**src/hw/rtl/mpsr_pkg.sv**
```systemverilog
// Shared definitions of the multi-party slot reservation block.
// Field widths, result status codes and the controller/datapath command and status structs.
// Depends on nothing; every other file of the block imports it.
package mpsr_pkg;

	// Default sizes of the slot store and the attendee list
	localparam int unsigned NUM_USERS_DEF     = 64;
	localparam int unsigned NUM_DAYS_DEF      = 64;
	localparam int unsigned MAX_ATTENDEES_DEF = 8;

	// Item field widths
	localparam int unsigned USER_W   = 6;
	localparam int unsigned DAY_W    = 6;
	localparam int unsigned HOUR_W   = 5;
	localparam int unsigned MIN_W    = 6;
	localparam int unsigned DUR_W    = 11;
	localparam int unsigned STATUS_W = 2;

	// One free-slot word covers 64 half-hour slots of a day
	localparam int unsigned SLOT_W     = 64;
	localparam int unsigned SLOT_CNT_W = 7;

	// Result status codes
	localparam logic [STATUS_W-1:0] ST_BOOKED   = 2'd0;
	localparam logic [STATUS_W-1:0] ST_CONFLICT = 2'd1;
	localparam logic [STATUS_W-1:0] ST_SPAN     = 2'd2;
	localparam logic [STATUS_W-1:0] ST_LIMIT    = 2'd3;

	// Commands from the controller to the datapath
	typedef struct packed {
		logic clear;    // write one all-free word of the clearing pass
		logic take;     // an item is accepted this cycle
		logic acc;      // fold the word read for the item into the running AND
		logic check;    // decide the group result
		logic pend_rd;  // read the next pending attendee
		logic word_rd;  // read that attendee's slot word
		logic word_wr;  // write the cleared word back
		logic emit;     // load the result register and close the group
	} mpsr_cmd_t;

	// Status from the datapath to the controller
	typedef struct packed {
		logic clear_done;   // last word of the clearing pass is being written
		logic last;         // the item in flight ends its group
		logic booked_ok;    // the group passes every check
		logic commit_last;  // the write-back covers the last pending attendee
		logic out_free;     // the result register can take a new result
	} mpsr_sts_t;

endpackage

```
**src/hw/rtl/mpsr_ctrl.sv**
```systemverilog
// Controller of the slot reservation block: sequences clearing, item intake, check and commit.
// Depends on mpsr_pkg for the command and status structs.
module mpsr_ctrl import mpsr_pkg::*; (
	input  logic      clk,
	input  logic      arst_n,
	input  logic      item_valid,
	output logic      item_ready,
	input  mpsr_sts_t sts,
	output mpsr_cmd_t cmd
);

	typedef enum logic [2:0] {
		S_CLEAR,
		S_IDLE,
		S_ACC,
		S_CHECK,
		S_PEND,
		S_READ,
		S_WRITE,
		S_EMIT
	} state_t;

	state_t state_q;
	state_t state_d;

	assign item_ready = (state_q == S_IDLE);

	// Decode commands and next state
	always_comb begin
		cmd     = '0;
		state_d = state_q;
		case (state_q)
			S_CLEAR: begin
				cmd.clear = 1'b1;
				if (sts.clear_done) begin
					state_d = S_IDLE;
				end
			end
			S_IDLE: begin
				if (item_valid) begin
					cmd.take = 1'b1;
					state_d  = S_ACC;
				end
			end
			S_ACC: begin
				cmd.acc = 1'b1;
				state_d = sts.last ? S_CHECK : S_IDLE;
			end
			S_CHECK: begin
				cmd.check = 1'b1;
				state_d   = sts.booked_ok ? S_PEND : S_EMIT;
			end
			S_PEND: begin
				cmd.pend_rd = 1'b1;
				state_d     = S_READ;
			end
			S_READ: begin
				cmd.word_rd = 1'b1;
				state_d     = S_WRITE;
			end
			S_WRITE: begin
				cmd.word_wr = 1'b1;
				state_d     = sts.commit_last ? S_EMIT : S_PEND;
			end
			S_EMIT: begin
				if (sts.out_free) begin
					cmd.emit = 1'b1;
					state_d  = S_IDLE;
				end
			end
			default: begin
				state_d = S_IDLE;
			end
		endcase
	end

	// Hold state
	always_ff @(posedge clk or negedge arst_n) begin
		if (!arst_n) begin
			state_q <= S_CLEAR;
		end else begin
			state_q <= state_d;
		end
	end

endmodule

```
**config.mk**
```make
export PLATFORM = sky130hd
export DESIGN_NAME = mpsr_ctrl
export DESIGN_NICKNAME = d
export VERILOG_FILES = /design/src/hw/rtl/mpsr_pkg.sv /design/src/hw/rtl/mpsr_ctrl.sv
export SDC_FILE = /design/constraint.sdc
export NUM_CORES = 1
export LEC_CHECK = 0
export BUFFER_PORTS_ARGS = -buffer_cell sky130_fd_sc_hd__buf_2
export CORE_AREA = 8 8 45 47
export DETAILED_ROUTE_END_ITERATION = 6
export DIE_AREA = 0 0 53 55
export PLACE_DENSITY = 0.48
export SYNTH_ARGS = -nofsm -noshare
export SYNTH_HDL_FRONTEND = slang
export SYNTH_SLANG_ARGS = --single-unit
```
**constraint.sdc**
```tcl
create_clock -name clk -period 1.9 [get_ports clk]
set_input_delay 0.285 -clock clk [delete_from_list [all_inputs] [get_ports clk]]
set_output_delay 0.285 -clock clk [all_outputs]
set_load 0.02 [all_outputs]
```
=== Yosys cells after proc, flatten, opt, wreduce, memory -nomap -nowiden ===
Index checks and enable logic that the tools add are counted.

* Input port bits: 8
* Latch bits: 0
* Bits in read-only memories: 0
* Bits in writable memories: 0
* Memories kept: 0
* Logic and storage cells: 30
* Register bits: 3

* Mux-type cells: 17
* Divide/modulo/power cells: 0
* $mul: 0
* Equal/unequal tests: 10
* Shifts and indexed selects: 0
* Reduce and logical (&&, ||, !) cells: 2
* Add/subtract/negate cells: 0
* Bitwise logic cells: 0
* $lt $le $gt $ge: 0

{| class="wikitable"
|+ Operators with widths
! kind !! count
|-
| one-hot mux 3 bit (8 select lines) || 1
|-
| == test 3 bit (second input constant) || 4
|-
| two-way mux 1 bit || 10
|-
| two-way mux 3 bit || 3
|-
| == test 3 x 2 -> 1 bit (second input constant) || 2
|-
| two-way mux 2 bit || 3
|-
| != test 2 bit (second input constant) || 3
|-
| == test 3 x 1 -> 1 bit (second input constant) || 1
|-
| zero test 3 bit || 1
|-
| AND reduction 3 bit || 1
|}

=== Logic depth before layout (Yosys ltp) ===
* Word-level depth: 3
* Mapped depth: 4
* Mapped depth without buffers: 3

=== Least setup slack after synthesis ===
OpenSTA, ideal clock, no wires.

* Kind: register to output
* From: register state_q[0]
* To: output cmd[6] (netlist name)
* Data required time: 1615 ps
* Cell stages (with the launch flop): 4
* Arrival: 1168 ps
* Slack: 447 ps
* Path through: dfrtp_1 inv_2 nor3_2 and2_1

{| class="wikitable"
|+ RTL lines
! what !! RTL line !! text
|-
| start, declared || mpsr_ctrl.sv:23 || <nowiki>state_t state_q;</nowiki>
|-
| start signal, assigned || mpsr_ctrl.sv:82 || <nowiki>state_q <= state_d;</nowiki>
|-
| end, declared || mpsr_ctrl.sv:9 || <nowiki>output mpsr_cmd_t cmd</nowiki>
|}

==> results.py <==
metrics = {
    "status": {
        "status": "complete, no violations",
    },
    "grt": {
        "gr-total-overflow": 0,
        "grt_usage_pct": 5.04,
        "grt_max_degree": 16,
        "grt_util_met2_pct": 8.01,
        "busiest_layer": "met2",
        "antenna_found_initial": 0,
        "first_global_vias": 272,
        "grt_pass1_wl_um": 1040,
        "grt_use_met1_pct": 4.27,
        "grtUsageMet3_pct": 2.94,
    },
    "worst_hold_path": {
        "hold_path.class": "input port to flip-flop",
        "min_from": "sts[3]",
    },
    "cts": {
        "clkSlewWorstSetupHoldPaths_ns": 0.04,
        "cts_tree": "done",
        "cts.htree.levels": 1,
        "clockBufferDepth": 2,
        "clk_latency_ns": 0.23,
        "ctsRootBufferMaster": "clkbuf_4",
        "cts_buffers": 3,
        "clock_sinks": 3,
        "ctsResizeCount": 0,
    },
    "synthesis": {
        "syn_avg_cell_area_um2": 7.88,
        "yosys_warnings": 0,
        "yosys.area_share.simple_pct": 37.0,
        "seq_area_frac_synth_pct": 31.7,
        "synth-edff-count": 0,
        "syn_nets": 38,
        "synth_top_family_by_area": "simple AND/OR/NAND/NOR gates",
        "syn_inst": 30,
        "synth_seq_cells": 3,
        "synth_top_cell_area_share_pct": 31.7,
        "synth_compound_area_share_pct": 20.1,
        "synthMuxAreaShare_pct": 4.23,
        "synthXorXnorAreaFrac_pct": 0,
        "yosys.area.top_type": "dfrtp_1",
        "synth_adder_area_share_pct": 0,
        "ys.flop_type": "dfrtp_1",
        "synth_common_cells": "4 x nor2_1, 3 x dfrtp_1, 3 x nand2_1",
        "yosysMostFrequentCell": "nor2_1",
        "synth.area.top_cells": "dfrtp_1 32%, nor2_1 6.3%, nor3b_1 6.3%, nand2b_1 5.3%, nand2_1 4.8%",
        "synthArstFlopShare_pct": 100,
        "syn_area_um2": 236,
        "synth_cell_types": 20,
    },
    "floorplan": {
        "die_x_um": 53,
        "start_util_pct": 17.1,
        "die-area_um2": 2920,
        "placement_rows": 14,
        "die_y_um": 55,
        "io_pins": 17,
        "coreArea_um2": 1380,
    },
    "timing": {
        "rsz0062_at_grt": "false",
        "hold_violations": 0,
        "hold_slack_ns": 0.337,
        "tightest_slew_ns": 0.431,
        "skew_ns": 0.00167,
        "setup_violations": 0,
        "slew_viol_final": 0,
        "fmax_mhz": 641,
        "max_slew_margin_pct": 71.3,
        "finalCriticalPeriod_ns": 1.56,
        "finalCritPeriodShare_pct": 82.1,
        "finalSetupTns_ns": 0,
    },
    "worst_setup_path": {
        "worstPathArrival_ns": 1.27,
        "slowest_delay_ns": 0.46,
        "critPathTopFamily": "flip-flops",
        "crit_fanout": 8,
        "crit_required_ns": 1.62,
        "end_kind": "primary output",
        "slowest_stage": "dfrtp_1",
        "startpoint_type": "flip-flop",
        "crit_buf_inv": 2,
        "cp_cell_sequence": "inv_2 > nor3_2 > and2_1 > buf_2",
        "regToRegStartpoint": "state_q[2]$_DFFE_PN0P_",
        "startpoint": "state_q[0]$_DFFE_PN0P_",
        "critPathKind": "flip-flop to primary output",
    },
    "final_layout": {
        "n_antenna_cell": 0,
        "top_regs": "state_q: 3 flops",
        "finalNetCount": 58,
        "multi_input_area_um2": 145,
        "largest_register_ffs": 3,
        "regMostFlops": "state_q",
        "final_layout_size_suffix_gt1_share_pct": 44.9,
        "num-fill-cells": 158,
        "area_growth_pct": 52.4,
        "seq_area_um2": 75.1,
    },
    "power_and_ir_drop": {
        "p_leak_uw": 0.000184,
        "pwr_density_cell_nw_per_um2": 1680,
        "ir_worst_vdd_mv": 0.488,
    },
    "detailed_routing": {
        "dr.pass1.iters": 2,
        "drc": 0,
        "num_vias": 271,
        "first_iter_violations": 2,
        "wl_um": 684,
        "postRouteAntennaNets": 0,
        "vias_per_cell": 4.17,
        "wire_per_inst_um": 10.5,
    },
    "placed_design": {
        "place_hpwl_um": 556,
        "gp_congestion": 0.712,
        "portBuffers": 16,
    },
    "run": {
        "cap_violations": 0,
    },
}
metrics by stage:
| step | setup WS, ns | power [uW] | std cells | utilization, % | cell area, um2 |
|---|---|---|---|---|---|
| 5_1_grt | 0.241 | 656 | 65 | 26.0 | 360 |
| 6_report | 0.341 | 604 | 65 | 26.0 | 360 |
| 4_1_cts | 0.321 | 620 | 65 | 26.0 | 360 |
| 3_3_place_gp | 0.591 | 499 | 60 | 23.4 | 324 |
| 2_1_floorplan | 0.447 | 415 | 30 | - | 236 |
| 3_5_place_dp | 0.576 | 502 | 60 | 23.4 | 324 |
path summary, 6_finish.rpt:
path | endpoint | slack (ns) | cells after the start
max in group asynchronous | state_q[2]$_DFFE_PN0P_ | 1.42 | 2
max reg2reg | state_q[1]$_DFFE_PN0P_ | 0.68 | 3
min | state_q[1]$_DFFE_PN0P_ | 0.34 | 3
min reg2reg | state_q[0]$_DFFE_PN0P_ | 0.70 | 1
min in group asynchronous | state_q[0]$_DFFE_PN0P_ | 0.37 | 2
max | cmd[6] | 0.34 | 4
logic make-up (layout without fill, tap and decap cells):
group                  after synthesis  after routing
and+or+nand+nor                     16             16
AOI/OAI and AO/OA                    7              7
DFF                                  3              3
buffers and inverters                3             22
muxes                                1              1
layer usage:
metal,up-vias,share of wire (%)
li1,146,-
met1,116,39
met2,7,51
met3,2,9.5
met4,0,0.58
met5,-,0
what timing repair did:
item	4_1_cts	5_1_grt
buffers inserted	0	0
endpoints found under the hold margin	3	0
hold buffers	1	0
area by class of cell:
type	count	area share, %
inverters	1	1.04
flip-flops and latches	3	20.8
clock buffers	4	7.29
multi-input cells	24	40.3
repair buffers	17	25.0
well taps	16	5.56
cell usage in the layout (no fill, tap or decap):
cell type	netlist	final
nand2_1	3	3
nor3_1	2	2
buf_2	1	16
dfrtp_1	3	3
nor3b_1	2	2
clkbuf_4	0	3
nor2_1	4	4
a21boi_1	1	1
nor3_2	1	1
a21oi_1	1	1
o31ai_1	1	1
o221ai_1	1	1
o21ai_0	1	1
mux2i_1	1	1
o32ai_1	1	1
and2_1	1	1
and3_2	1	1
inv_2	1	1
dlygate4sd3_1	0	1
nand2b_1	2	2
clkbuf_1	0	1
o21ai_1	1	1
power breakdown:
part,internal (uW),switching (uW),leakage (uW),total [uW]
combinational,133,176,0.000135,308
clock,78.6,31.4,0.0000150,110
sequential,95.7,90.3,0.0000338,186
worst reg2reg max path, cell delays in order (launching register included):
cell      delay, ns
dfrtp_1        0.60
nand2b_1       0.19
a21boi_1       0.07
o32ai_1        0.26
Power figures use the tool's default switching activity.
